[src/lmcd_pkg.sv]
// shared types and constants for the led matrix chain frame driver
package lmcd_pkg;

   localparam int ACTION_W  = 3;
   localparam int FIELD3_W  = 3;
   localparam int BYTE_W    = 8;
   localparam int OPCODE_W  = 4;
   localparam int WORD_W    = 16;
   localparam int CHAIN_W   = 4;
   localparam int REQ_DATA_W = 32;
   localparam int RSP_DATA_W = 24;
   localparam int RSP_USER_W = 2;

   localparam logic [BYTE_W-1:0] OP_NOOP     = 8'h00;
   localparam logic [BYTE_W-1:0] OP_COL_BASE = 8'h01;

   localparam logic [CHAIN_W-1:0] CHAIN_RESET = 4'd8;

   typedef enum logic [ACTION_W-1:0] {
      ACT_SET_LED       = 3'd0,
      ACT_SET_COLUMN    = 3'd1,
      ACT_SHOW          = 3'd2,
      ACT_CLEAR         = 3'd3,
      ACT_CONTROL_WRITE = 3'd4,
      ACT_READ_LED      = 3'd5
   } action_type;

   typedef enum logic [2:0] {
      ST_IDLE,
      ST_FETCH,
      ST_LOAD,
      ST_EMIT,
      ST_MODIFY,
      ST_REPLY
   } state_type;

   typedef struct packed {
      logic [WORD_W-1:0] serial_word;
      logic              word_valid;
      logic              end_of_frame;
      logic              led_state;
      logic              last;
   } rsp_item_type;

endpackage

[src/lmcd_ram.sv]
// generic single write port ram with registered read
module lmcd_ram #(
   parameter int WIDTH = 8,
   parameter int DEPTH = 64,
   localparam int ADDR_W = (DEPTH > 1) ? $clog2(DEPTH) : 1
) (
   input  logic              clock,
   input  logic              wr_en,
   input  logic [ADDR_W-1:0] wr_addr,
   input  logic [WIDTH-1:0]  wr_data,
   input  logic [ADDR_W-1:0] rd_addr,
   output logic [WIDTH-1:0]  rd_data
);

   logic [WIDTH-1:0] mem_ff [DEPTH];
   logic [WIDTH-1:0] rd_data_ff;

   always_ff @(posedge clock) begin
      if (wr_en) begin
         mem_ff[wr_addr] <= wr_data;
      end
      rd_data_ff <= mem_ff[rd_addr];
   end

   assign rd_data = rd_data_ff;

endmodule

[src/lmcd_out_reg.sv]
// output register stage for the result channel
module lmcd_out_reg (
   input  logic                                 clock,
   input  logic                                 reset,
   input  logic                                 load,
   input  lmcd_pkg::rsp_item_type               item,
   output logic                                 free,
   output logic                                 rsp_tvalid,
   input  logic                                 rsp_tready,
   output logic [lmcd_pkg::RSP_DATA_W-1:0]      rsp_tdata,
   output logic [lmcd_pkg::RSP_USER_W-1:0]      rsp_tuser,
   output logic                                 rsp_tlast
);
   import lmcd_pkg::*;

   logic         valid_ff;
   logic         valid_in;
   rsp_item_type item_ff;

   assign free = !valid_ff || rsp_tready;

   always_comb begin
      valid_in = valid_ff;
      if (load) begin
         valid_in = 1'b1;
      end else if (rsp_tready) begin
         valid_in = 1'b0;
      end
   end

   always_ff @(posedge clock) begin
      if (reset) begin
         valid_ff <= 1'b0;
      end else begin
         valid_ff <= valid_in;
      end
   end

   always_ff @(posedge clock) begin
      if (load) begin
         item_ff <= item;
      end
   end

   assign rsp_tvalid = valid_ff;
   assign rsp_tdata  = {{(RSP_DATA_W - WORD_W - 1){1'b0}}, item_ff.led_state,
                        item_ff.serial_word};
   assign rsp_tuser  = {item_ff.end_of_frame, item_ff.word_valid};
   assign rsp_tlast  = item_ff.last;

endmodule

[src/lmcd_ctrl.sv]
// sequencer, frame store and word builder shared by all transactions
module lmcd_ctrl #(
   parameter int MAX_CHIPS        = 8,
   parameter int COLUMNS_PER_CHIP = 8,
   parameter int ROWS_PER_CHIP    = 8
) (
   input  logic                               clock,
   input  logic                               reset,
   input  logic [lmcd_pkg::CHAIN_W-1:0]       chain_len,
   input  logic                               req_tvalid,
   output logic                               req_tready,
   input  logic [lmcd_pkg::ACTION_W-1:0]      req_action,
   input  logic [lmcd_pkg::FIELD3_W-1:0]      req_device,
   input  logic [lmcd_pkg::FIELD3_W-1:0]      req_row,
   input  logic [lmcd_pkg::FIELD3_W-1:0]      req_column,
   input  logic                               req_led_on,
   input  logic [lmcd_pkg::BYTE_W-1:0]        req_column_bits,
   input  logic [lmcd_pkg::OPCODE_W-1:0]      req_control_register,
   input  logic [lmcd_pkg::BYTE_W-1:0]        req_control_value,
   input  logic                               out_free,
   output logic                               out_load,
   output lmcd_pkg::rsp_item_type             out_item
);
   import lmcd_pkg::*;

   localparam int DEPTH  = MAX_CHIPS * COLUMNS_PER_CHIP;
   localparam int ADDR_W = (DEPTH > 1) ? $clog2(DEPTH) : 1;
   localparam int CHIP_W = (MAX_CHIPS > 1) ? $clog2(MAX_CHIPS) : 1;
   localparam int COL_W  = (COLUMNS_PER_CHIP > 1) ? $clog2(COLUMNS_PER_CHIP) : 1;
   localparam int IDX_W  = 2 * FIELD3_W;

   state_type state_ff, state_in;

   action_type               act_ff;
   logic [FIELD3_W-1:0]      dev_ff;
   logic [FIELD3_W-1:0]      row_ff;
   logic [COL_W-1:0]         col_ff;
   logic                     on_ff;
   logic [BYTE_W-1:0]        bits_ff;
   logic [BYTE_W-1:0]        op_ff;
   logic [BYTE_W-1:0]        data_ff;
   logic [CHIP_W-1:0]        pos_ff;
   logic                     led_ff;
   logic                     rd_valid_ff;
   logic [MAX_CHIPS-1:0]     dirty_ff;
   logic [MAX_CHIPS-1:0][COLUMNS_PER_CHIP-1:0] valid_ff;

   action_type               req_act;
   logic [CHAIN_W-1:0]       n_eff;
   logic                     dev_ok;
   logic                     row_ok;
   logic                     col_ok;
   logic                     accept;
   logic [IDX_W-1:0]         addr_wide;
   logic [ADDR_W-1:0]        addr;
   logic [BYTE_W-1:0]        ram_q;
   logic [BYTE_W-1:0]        stored;
   logic [FIELD3_W-1:0]      shift;
   logic [BYTE_W-1:0]        mask;
   logic [BYTE_W-1:0]        new_byte;
   logic                     ram_we;
   logic                     pos_is_dev;
   logic                     col_last;
   logic                     is_edit;

   assign req_act = action_type'(req_action);

   // chain length is clamped into one to MAX_CHIPS
   always_comb begin
      if (chain_len == '0) begin
         n_eff = CHAIN_W'(1);
      end else if (chain_len > CHAIN_W'(MAX_CHIPS)) begin
         n_eff = CHAIN_W'(MAX_CHIPS);
      end else begin
         n_eff = chain_len;
      end
   end

   assign dev_ok = {1'b0, req_device} < n_eff;
   assign row_ok = {1'b0, req_row} < (FIELD3_W + 1)'(ROWS_PER_CHIP);
   assign col_ok = {1'b0, req_column} < (FIELD3_W + 1)'(COLUMNS_PER_CHIP);

   assign req_tready = (state_ff == ST_IDLE) && !reset;
   assign accept     = req_tvalid && req_tready;

   assign addr_wide = IDX_W'(dev_ff) * IDX_W'(COLUMNS_PER_CHIP) + IDX_W'(col_ff);
   assign addr      = addr_wide[ADDR_W-1:0];

   lmcd_ram #(
      .WIDTH(BYTE_W),
      .DEPTH(DEPTH)
   ) u_store (
      .clock  (clock),
      .wr_en  (ram_we),
      .wr_addr(addr),
      .wr_data(new_byte),
      .rd_addr(addr),
      .rd_data(ram_q)
   );

   // entries never written since reset or clear read as zero
   assign stored   = rd_valid_ff ? ram_q : '0;
   assign shift    = FIELD3_W'(ROWS_PER_CHIP - 1) - row_ff;
   assign mask     = BYTE_W'(1) << shift;
   assign new_byte = (act_ff == ACT_SET_COLUMN) ? bits_ff
                   : (on_ff ? (stored | mask) : (stored & ~mask));

   assign pos_is_dev = (FIELD3_W'(pos_ff) == dev_ff);
   assign col_last   = (col_ff == COL_W'(COLUMNS_PER_CHIP - 1));
   assign is_edit    = (act_ff == ACT_SET_LED) || (act_ff == ACT_SET_COLUMN)
                    || (act_ff == ACT_READ_LED);

   // next state
   always_comb begin
      state_in = state_ff;
      unique case (state_ff)
         ST_IDLE: begin
            if (accept) begin
               case (req_act)
                  ACT_SET_LED: begin
                     if (dev_ok && row_ok && col_ok) state_in = ST_FETCH;
                  end
                  ACT_SET_COLUMN: begin
                     if (dev_ok && col_ok) state_in = ST_FETCH;
                  end
                  ACT_READ_LED: begin
                     state_in = (dev_ok && row_ok && col_ok) ? ST_FETCH : ST_REPLY;
                  end
                  ACT_SHOW: begin
                     if (dev_ok && dirty_ff[req_device[CHIP_W-1:0]]) state_in = ST_FETCH;
                  end
                  ACT_CLEAR: begin
                     if (dev_ok) state_in = ST_FETCH;
                  end
                  ACT_CONTROL_WRITE: begin
                     if (dev_ok) state_in = ST_EMIT;
                  end
                  default: state_in = ST_IDLE;
               endcase
            end
         end
         ST_FETCH:  state_in = is_edit ? ST_MODIFY : ST_LOAD;
         ST_LOAD:   state_in = ST_EMIT;
         ST_EMIT: begin
            if (out_free && pos_ff == '0) begin
               if (act_ff == ACT_CONTROL_WRITE || col_last) begin
                  state_in = ST_IDLE;
               end else begin
                  state_in = ST_FETCH;
               end
            end
         end
         ST_MODIFY: state_in = (act_ff == ACT_READ_LED) ? ST_REPLY : ST_IDLE;
         ST_REPLY: begin
            if (out_free) state_in = ST_IDLE;
         end
         default:   state_in = ST_IDLE;
      endcase
   end

   // outputs
   always_comb begin
      ram_we   = 1'b0;
      out_load = 1'b0;
      out_item = '0;
      unique case (state_ff)
         ST_EMIT: begin
            out_load                 = out_free;
            out_item.serial_word     = pos_is_dev ? {op_ff, data_ff} : {OP_NOOP, 8'h00};
            out_item.word_valid      = 1'b1;
            out_item.end_of_frame    = (pos_ff == '0);
            out_item.last            = (pos_ff == '0)
                                    && (act_ff == ACT_CONTROL_WRITE || col_last);
         end
         ST_MODIFY: begin
            ram_we = (act_ff != ACT_READ_LED);
         end
         ST_REPLY: begin
            out_load           = out_free;
            out_item.led_state = led_ff;
            out_item.last      = 1'b1;
         end
         default: begin
            ram_we   = 1'b0;
            out_load = 1'b0;
         end
      endcase
   end

   always_ff @(posedge clock) begin
      if (reset) begin
         state_ff <= ST_IDLE;
      end else begin
         state_ff <= state_in;
      end
   end

   // dirty flags and entry valid bits
   always_ff @(posedge clock) begin
      if (reset) begin
         dirty_ff <= '0;
         valid_ff <= '0;
      end else begin
         if (accept && req_act == ACT_CLEAR && dev_ok) begin
            dirty_ff[req_device[CHIP_W-1:0]] <= 1'b1;
            valid_ff[req_device[CHIP_W-1:0]] <= '0;
         end
         if (ram_we) begin
            valid_ff[dev_ff[CHIP_W-1:0]][col_ff] <= 1'b1;
            if (new_byte != stored) begin
               dirty_ff[dev_ff[CHIP_W-1:0]] <= 1'b1;
            end
         end
         if (state_ff == ST_EMIT && out_free && pos_ff == '0 && col_last
             && act_ff == ACT_SHOW) begin
            dirty_ff[dev_ff[CHIP_W-1:0]] <= 1'b0;
         end
      end
   end

   // request fields and sequencing counters
   always_ff @(posedge clock) begin
      rd_valid_ff <= valid_ff[dev_ff[CHIP_W-1:0]][col_ff];
      if (accept) begin
         act_ff  <= req_act;
         dev_ff  <= req_device;
         row_ff  <= req_row;
         on_ff   <= req_led_on;
         bits_ff <= req_column_bits;
         op_ff   <= {{(BYTE_W - OPCODE_W){1'b0}}, req_control_register};
         data_ff <= req_control_value;
         pos_ff  <= CHIP_W'(n_eff - CHAIN_W'(1));
         led_ff  <= 1'b0;
         if (req_act == ACT_SHOW || req_act == ACT_CLEAR) begin
            col_ff <= '0;
         end else begin
            col_ff <= req_column[COL_W-1:0];
         end
      end
      if (state_ff == ST_LOAD) begin
         op_ff   <= OP_COL_BASE + BYTE_W'(col_ff);
         data_ff <= (act_ff == ACT_CLEAR) ? '0 : stored;
         pos_ff  <= CHIP_W'(n_eff - CHAIN_W'(1));
      end
      if (state_ff == ST_MODIFY) begin
         led_ff <= stored[shift];
      end
      if (state_ff == ST_EMIT && out_free) begin
         if (pos_ff == '0) begin
            if (!col_last) col_ff <= col_ff + 1'b1;
         end else begin
            pos_ff <= pos_ff - 1'b1;
         end
      end
   end

endmodule

[src/led_matrix_chain_frame_driver_top.sv]
// top level of the led matrix chain frame driver
//
// channel  | direction | handshake            | payload
// req      | in        | req_tvalid/tready    | tuser action, tdata request fields
// rsp      | out       | rsp_tvalid/tready    | tdata word and led, tuser flags, tlast
// csr      | in        | csr_wr_en            | csr_wr_data chain length
//
// one request at a time; in-range edits pass fetch and modify, read_led adds a reply,
// control_write emits one word per chip in the chain, show and clear load and emit each
// column in turn via the single store read port, one word per cycle while rsp accepts
// requests that fail their checks emit nothing, an out-of-range read gives one reply
// a stalled rsp side holds the sequencer on the pending word
// reset clears all entry valid bits and dirty flags at once, no clearing pass
module led_matrix_chain_frame_driver_top #(
   parameter int MAX_CHIPS        = 8,
   parameter int COLUMNS_PER_CHIP = 8,
   parameter int ROWS_PER_CHIP    = 8
) (
   input  logic                               clock,
   input  logic                               reset,
   input  logic                               req_tvalid,
   output logic                               req_tready,
   // device[2:0], row[5:3], column[8:6], led_on[9], column_bits[17:10],
   // control_register[21:18], control_value[29:22], zero pad
   input  logic [lmcd_pkg::REQ_DATA_W-1:0]    req_tdata,
   // action[2:0]
   input  logic [lmcd_pkg::ACTION_W-1:0]      req_tuser,
   output logic                               rsp_tvalid,
   input  logic                               rsp_tready,
   // serial_word[15:0], led_state[16], zero pad
   output logic [lmcd_pkg::RSP_DATA_W-1:0]    rsp_tdata,
   // word_valid[0], end_of_frame[1]
   output logic [lmcd_pkg::RSP_USER_W-1:0]    rsp_tuser,
   output logic                               rsp_tlast,
   input  logic                               csr_wr_en,
   input  logic [lmcd_pkg::CHAIN_W-1:0]       csr_wr_data
);
   import lmcd_pkg::*;

   logic [CHAIN_W-1:0] chain_ff;
   logic               out_free;
   logic               out_load;
   rsp_item_type       out_item;

   always_ff @(posedge clock) begin
      if (reset) begin
         chain_ff <= CHAIN_RESET;
      end else if (csr_wr_en) begin
         chain_ff <= csr_wr_data;
      end
   end

   lmcd_ctrl #(
      .MAX_CHIPS       (MAX_CHIPS),
      .COLUMNS_PER_CHIP(COLUMNS_PER_CHIP),
      .ROWS_PER_CHIP   (ROWS_PER_CHIP)
   ) u_ctrl (
      .clock               (clock),
      .reset               (reset),
      .chain_len           (chain_ff),
      .req_tvalid          (req_tvalid),
      .req_tready          (req_tready),
      .req_action          (req_tuser),
      .req_device          (req_tdata[2:0]),
      .req_row             (req_tdata[5:3]),
      .req_column          (req_tdata[8:6]),
      .req_led_on          (req_tdata[9]),
      .req_column_bits     (req_tdata[17:10]),
      .req_control_register(req_tdata[21:18]),
      .req_control_value   (req_tdata[29:22]),
      .out_free            (out_free),
      .out_load            (out_load),
      .out_item            (out_item)
   );

   lmcd_out_reg u_out (
      .clock     (clock),
      .reset     (reset),
      .load      (out_load),
      .item      (out_item),
      .free      (out_free),
      .rsp_tvalid(rsp_tvalid),
      .rsp_tready(rsp_tready),
      .rsp_tdata (rsp_tdata),
      .rsp_tuser (rsp_tuser),
      .rsp_tlast (rsp_tlast)
   );

endmodule
[config.mk]
export PLATFORM = sky130hd
export DESIGN_NAME = led_matrix_chain_frame_driver_top
export DESIGN_NICKNAME = d
export VERILOG_FILES = /design/src/lmcd_pkg.sv /design/src/lmcd_ram.sv /design/src/lmcd_out_reg.sv /design/src/lmcd_ctrl.sv /design/src/led_matrix_chain_frame_driver_top.sv
export SDC_FILE = /design/constraint.sdc
export NUM_CORES = 1
export LEC_CHECK = 0
export BUFFER_PORTS_ARGS = -buffer_cell sky130_fd_sc_hd__buf_4
export CAP_MARGIN = 15
export CORE_ASPECT_RATIO = 1.1
export CORE_MARGIN = 2
export CORE_UTILIZATION = 56
export CTS_CLUSTER_DIAMETER = 30
export DETAILED_ROUTE_END_ITERATION = 8
export GPL_ROUTABILITY_DRIVEN = 1
export HOLD_SLACK_MARGIN = 0.02
export PLACE_DENSITY = 0.84
export SETUP_SLACK_MARGIN = 0.02
export SYNTH_ARGS = -nofsm -noshare
export SYNTH_HDL_FRONTEND = slang
export SYNTH_HIERARCHICAL = 1
export SYNTH_SLANG_ARGS = --single-unit
[constraint.sdc]
create_clock -name clock -period 3.88 [get_ports clock]
set_input_delay 0.776 -clock clock [delete_from_list [all_inputs] [get_ports clock]]
set_output_delay 0.776 -clock clock [all_outputs]
set_load 0.005 [all_outputs]
## Word-level counts from Yosys, hierarchy flattened

Memory sizes are Yosys's and may differ from the RTL's. A register that Yosys moved wholly into a read port is not among the register bits.
Index checks and enable logic that the tools add are counted.

| cells by class | value |
|---|---|
| divide/modulo/power cells | 0 |
| multipliers | 0 |
| bitwise logic cells | 10 |
| add/subtract/negate cells | 6 |
| muxes and demuxes | 68 |
| magnitude comparators | 9 |
| shifts and indexed selects | 1 |
| equal/unequal tests | 25 |
| reductions and logical operators | 33 |

Operator list:

| kind | count |
|---|---|
| $mux W64 | 3 |
| $mux W8 | 17 |
| $and A64 B64 Y64 | 1 |
| $not A64 Y64 | 1 |
| $or A64 B64 Y64 | 1 |
| $mux W3 | 18 |
| $demux W8 S3 | 2 |
| $bmux W8 S3 | 1 |
| $or A8 B8 Y8 | 3 |
| $eq A3 B3 Y1 const B | 7 |
| $eq A3 B2 Y1 const B | 6 |
| $pmux W3 S6 | 1 |
| $and A8 B8 Y8 | 2 |
| $lt A3 B4 Y1 const B | 4 |
| $not A8 Y8 | 2 |
| $mux W1 | 15 |
| $logic_and A1 B1 Y1 | 14 |
| $logic_not A3 Y1 | 4 |
| $pmux W3 S4 | 1 |
| $bmux W1 S3 | 3 |
| $demux W1 S3 | 3 |
| $eq A3 B1 Y1 const B | 3 |
| $ge A3 B1 Y1 const B | 3 |
| $mux W4 | 2 |
| 23 further kinds | 35 |

| word-level totals | value |
|---|---|
| flip-flop bits (word level) | 142 |
| latch bits | 0 |
| output and inout port bits | 29 |
| memories kept | 1 |
| input port bits | 44 |
| ROM bits | 0 |
| bits in writable memories | 512 |

Memories:

| memory | depth | bits a word | rd ports | clocked after Yosys merged registers in | wr ports | RTL line | source |
|---|---|---|---|---|---|---|---|
| u_ctrl.u_store.mem_ff | 64 | 8 | 1 | 1 | 1 | lmcd_ram.sv:15 | `logic [WIDTH-1:0] mem_ff [DEPTH];` |

## Longest topological paths before layout

| depth | value |
|---|---|
| depth in word-level cells | 13 |
| gate-level depth with buffers | 9 |
| gate-level depth less buffers | 8 |

## Hierarchy

The synthesis kept the hierarchy.

Modules (own cells, without submodules):

| module | area each (um2) | times used | sequential area each (um2) | cells each |
|---|---|---|---|---|
| lmcd_ram | 20,166.8 | 1 | 15,534.9 | 940 |
| lmcd_ctrl | 6,256.0 | 1 | 2,572.5 | 665 |
| lmcd_out_reg | 703.2 | 1 | 620.6 | 32 |
| led_matrix_chain_frame_driver_top | 143.9 | 1 | 80.1 | 13 |

## Worst setup path before layout

OpenSTA, ideal clock, no wires.

| timing path | value |
|---|---|
| path kind | flip-flop to flip-flop |
| start | reg u_ctrl.row_ff[1] |
| end | mem u_ctrl.u_store.mem_ff[0][6], data pin |
| cell stages (with the launch flop) | 6 |
| library setup time | 0.702 ns |
| path slack | -0.366 ns |
| data arrival time | 3.545 ns |
| data required time | 3.178 ns |
| path through | edfxtp_1 clkbuf_1 nand2b_1 nor2_1 mux2i_1 o21ai_0 |

| on the way | value |
|---|---|
| longest elaborated chain between the ends | 6 |
| elaborated cells on any way between the ends | 7 |
| those cells by class | 1 x add/sub; 1 x shift; 2 x mux; 3 x bitwise |

Ends and longest elaborated chain:

| element | RTL line | source |
|---|---|---|
| start: declaration | lmcd_ctrl.sv:36 | `logic [FIELD3_W-1:0] row_ff;` |
| start signal: assignment | lmcd_ctrl.sv:227 | `row_ff <= req_row;` |
| $sub A3 B3 Y3 * | lmcd_ctrl.sv:103 | `assign shift = FIELD3_W'(ROWS_PER_CHIP - 1) - row_ff;` |
| $shl A1 B3 Y8 * | lmcd_ctrl.sv:104 | `assign mask = BYTE_W'(1) << shift;` |
| $not A8 Y8 | lmcd_ctrl.sv:106 | `: (on_ff ? (stored \| mask) : (stored & ~mask));` |
| $and A8 B8 Y8 | lmcd_ctrl.sv:106 |  |
| $mux W8 * | lmcd_ctrl.sv:106 |  |
| $mux W8 * | lmcd_ctrl.sv:105 | `assign new_byte = (act_ff == ACT_SET_COLUMN) ? bits_ff` |
| named net u_ctrl.new_byte[6] | lmcd_ctrl.sv:60 | `logic [BYTE_W-1:0] new_byte;` |
| end: declaration | lmcd_ram.sv:15 |  |

Mark *: on every way through the listed nets, which the timed path passes. The rest lies on a longest branch.

## Final worst setup path

| timing path | value |
|---|---|
| start | reg u_ctrl.col_ff[1] |
| end | reg u_ctrl.u_store.rd_data_ff[3], in the netlist u_ctrl/u_store/rd_data[3], read port of u_ctrl.u_store.mem_ff |

| on the way | value |
|---|---|
| longest elaborated chain between the ends | 1 |

Ends and longest elaborated chain:

| element | RTL line | source |
|---|---|---|
| start: declaration | lmcd_ctrl.sv:37 | `logic [COL_W-1:0] col_ff;` |
| start signal: assignment | lmcd_ctrl.sv:237 | `col_ff <= req_column[COL_W-1:0];` |
| start signal: assignment | lmcd_ctrl.sv:250 | `if (!col_last) col_ff <= col_ff + 1'b1;` |
| $add A6 B3 Y6 | lmcd_ctrl.sv:86 | `assign addr_wide = IDX_W'(dev_ff) * IDX_W'(COLUMNS_PER_CHIP) + IDX_W'(col_ff);` |
| end: declaration | lmcd_ram.sv:16 | `logic [WIDTH-1:0] rd_data_ff;` |

Every way passes these cells.
A chain may end at the register's enable or synchronous reset.

==> impl_metrics.tcl <==
set metrics [dict create \
    status "finished, final reports clean" \
    wire_per_inst_um 26.7 \
    syn_avg_cell_area_um2 16.5 \
    synth_cell_type_count 82 \
    switching_share 0.290 \
    stdcell_count 2520 \
    htreeDepth 3 \
    yosysTopAreaCell "edfxtp_1" \
    clock-sinks 658 \
    yosysMostFrequentCell "edfxtp_1" \
    finalSetupViolations 0 \
    core_mm2 0.0479 \
    post_cts_buffers 0 \
    r2r-end "u_ctrl/u_store/rd_data[3]" \
    fill_cells 2848 \
    clockBufferDepth 3 \
    clockPowerShare 0.403 \
    grt_pass1_wl_mm 102 \
    layout_setup_ws_ps 575 \
    vdd_ir_drop_max_mv 0.378 \
    start_kind "register" \
    synth_common_cells "edfxtp_1 (563), nor2_1 (179), mux4_2 (136)" \
    dr_total_vias 16715 \
    setup-tns-final_ps 0 \
    antenna_found_initial 1 \
    finClkSkew_ps 31.8 \
    grt_setup_unrepaired "false" \
    crit_type "reg -> reg" \
    drt-vias-per-instance 6.63 \
    hold_depth 1 \
    min_from "req_tdata[16]" \
    regArea_mm2 0.0188 \
    synth_cells 1650 \
    cp.arrival_ps 3750 \
    first_iter_violations 2266 \
    crit_slowest_cell "dfxtp_4" \
    cts_hold_buffers 0 \
    dpl.hpwl_mm 37.0 \
    fin_crit_sh 0.852 \
    endpoint_kind "register" \
    grt_pass1_vias 16799 \
    yosysWarningCount 6 \
    seq_area_frac_synth 0.690 \
    antenna_left 0 \
    finalWirelength_mm 67.3 \
    worst_path_largest_cell_delay_ps 940 \
    synth_area_leaders "edfxtp_1 (62%), mux4_2 (11%), dfxtp_1 (7.0%)" \
    power_uw 22400 \
    port_buffers 63 \
    die-area_mm2 0.0505 \
    fmax_mhz 303 \
    p_int_uw 15900 \
    nets 1846 \
    drv_cap 0 \
    synthArstFlopShare 0 \
    slew_headroom 0.206 \
    pin_count 73 \
    hold_slack_ps 317 \
    rrSetupSlack_ps 570 \
    area_growth_pct 17.9 \
    overflow 0 \
    p_seq_frac 0.400 \
    cts_buffers 95 \
    path_cells "buf_12 -> mux4_2 -> nor2b_1 -> a2111oi_0 -> o41ai_1" \
    fp.dieW_um 214 \
    fp.dieH_um 235 \
    placed_cells 2343 \
    p_leak_uw 0.0108 \
    ys_ff_latch 658 \
    rr_worst_depth 5 \
    initial_utilization 0.569 \
    critPathRequiredTime_ps 4320 \
    drive_above_1_share 0.279 \
    clkTransAtPathRegs_ps 60 \
    power_density_mw_per_mm2 696 \
    fin_crit_ps 3310 \
    multi_input_area_mm2 0.00792 \
    rows 84 \
    slew_viol_final 0 \
    clk_latency_ps 640 \
    worstHoldEndpoint "u_ctrl/bits_ff[6]" \
    r2r_start "u_ctrl/col_ff[1]" \
    post_cts_resized 0 \
    worst_pin_slew_ps 1190 \
    routabilityCongestion 0.913 \
    crit_fanout 69 \
    cts_tree "done" \
    grt.total_usage 0.268 \
    dp_slack_ps 905 \
    drc 0 \
    firstDrtPassIters 8 \
    pwr-share-comb 0.198 \
    syn_area_mm2 0.0273 \
    yosys_most_used_dff "edfxtp_1" \
    synth.top_cell.area_share 0.620 \
    grt_max_degree 77 \
    diodes 0 \
    clockRootBuffer "clkbuf_16" \
    hp-class "in -> reg" \
    synth_edf_count 563 \
    power.switching_uw 6500 \
    finalHoldViolCount 0 \
]
==> layout make-up <==
type | instances | share of cell area
Multi-Input combinational cell | 875 | 0.246
Clock buffer | 108 | 0.0794
Tap cell | 645 | 0.0251
Clock inverter | 69 | 0.0262
Sequential cell | 658 | 0.585
Inverter | 22 | 0.00257
Timing Repair Buffer | 143 | 0.0353
==> flip-flops by register name (all words and copies together), names as in the netlist, 2 cells and up <==
name	cells
u_out/rsp_tuser	2
u_ctrl/state_ff	3
chain_ff	4
u_ctrl/dirty_ff	8
u_ctrl/pos_ff	3
u_ctrl/act_ff	3
u_ctrl/dev_ff	3
u_ctrl/bits_ff	8
u_ctrl/u_store/rd_data	8
u_ctrl/u_store/mem_ff	512
u_ctrl/row_ff	3
u_ctrl/op_ff	4
u_ctrl/data_ff	8
u_out/rsp_tdata	17
u_ctrl/col_ff	3
u_ctrl/valid_ff	64
==> worst max-delay path: cells and delay by family (launching register included) <==
kind / cells / cell delay [ps]
flops: 1 / 940
mux: 1 / 380
compound gates: 2 / 1210
buf+inv: 1 / 370
simple gates: 1 / 160
==> routing by layer <==
metal | track usage | vias to the layer above | wire, um | share of wire
met4 | 0.149 | 0 | 3600 | 0.053
met3 | 0.0565 | 235 | 7250 | 0.11
met1 | 0.347 | 8266 | 24000 | 0.36
li1 | - | 6884 | - | -
met5 | 0 | - | 0 | 0
met2 | 0.426 | 1330 | 32400 | 0.48
==> placed cells by master, fill, tap and decap left out, types with 6 or more instances in the layout <==
| cell | n |
|---|---|
| o22ai_1 | 11 |
| mux4_2 | 136 |
| clkbuf_1 | 6 |
| a32o_1 | 8 |
| a21oi_1 | 14 |
| o21ai_0 | 31 |
| clkinvlp_4 | 7 |
| mux2i_1 | 35 |
| edfxtp_1 | 563 |
| clkinv_2 | 9 |
| o211ai_1 | 6 |
| and2_1 | 14 |
| dfxtp_1 | 92 |
| xor2_1 | 9 |
| mux2_2 | 27 |
| conb_1 | 11 |
| inv_1 | 22 |
| clkinv_4 | 10 |
| a211oi_1 | 6 |
| nor2_2 | 7 |
| a22oi_1 | 69 |
| bufinv_16 | 12 |
| a22o_1 | 6 |
| a31oi_1 | 14 |
| nand3_1 | 24 |
| o221ai_1 | 9 |
| nor2b_1 | 27 |
| nand2b_1 | 19 |
| inv_6 | 19 |
| ha_1 | 7 |
| clkbuf_16 | 100 |
| buf_4 | 138 |
| nor2_1 | 179 |
| a221oi_1 | 8 |
| nand3b_1 | 8 |
| nor3_1 | 15 |
| and3_1 | 7 |
| nand2_1 | 59 |
| inv_8 | 8 |
==> through the flow <==
stage | instance area (um^2) | util
floorplan | 27300 | -
global placement | 28800 | 0.600
detailed placement | 28800 | 0.600
CTS | 32200 | 0.671
global route | 32200 | 0.671
finish | 32200 | 0.671
==> power groups by stage <==
stage	Sequential, uW	Combinational (uW)	Clock [uW]
after global routing	9000	4630	9360
after floorplan	8650	3320	0
after detailed placement	9070	4210	0
after global placement	9060	4070	0
final	8940	4430	9010
after CTS	8940	4360	9080
==> worst max path at each step <==
stage | cells after the start | end | startpoint | slack (ps)
3_3_place_gp | 5 | u_ctrl/u_store/rd_data[3] | u_ctrl/col_ff[1] | 960
3_5_place_dp | 2 | u_ctrl/u_store/mem_ff[23][5] | u_ctrl/col_ff[1] | 910
5_1_grt | 5 | u_ctrl/u_store/rd_data[3] | u_ctrl/col_ff[1] | 490
2_1_floorplan | 4 | u_ctrl/u_store/mem_ff[0][5] | u_ctrl/row_ff[1] | 220
4_1_cts | 5 | u_ctrl/u_store/rd_data[3] | u_ctrl/col_ff[1] | 690
6_report | 5 | u_ctrl/u_store/rd_data[3] | u_ctrl/col_ff[1] | 570
==> cell families after synthesis <==
logic type      count (synthesis)  share of synthesized area
compound gates                243                     0.0653
xor+xnor                       11                    0.00353
fa+ha+maj                       7                    0.00321
buf+inv                       126                     0.0248
flops                         658                      0.690
mux                           198                      0.136
other cells                     2                   0.000275
simple gates                  405                     0.0768
No activity file was read; power rests on OpenSTA's default activity.
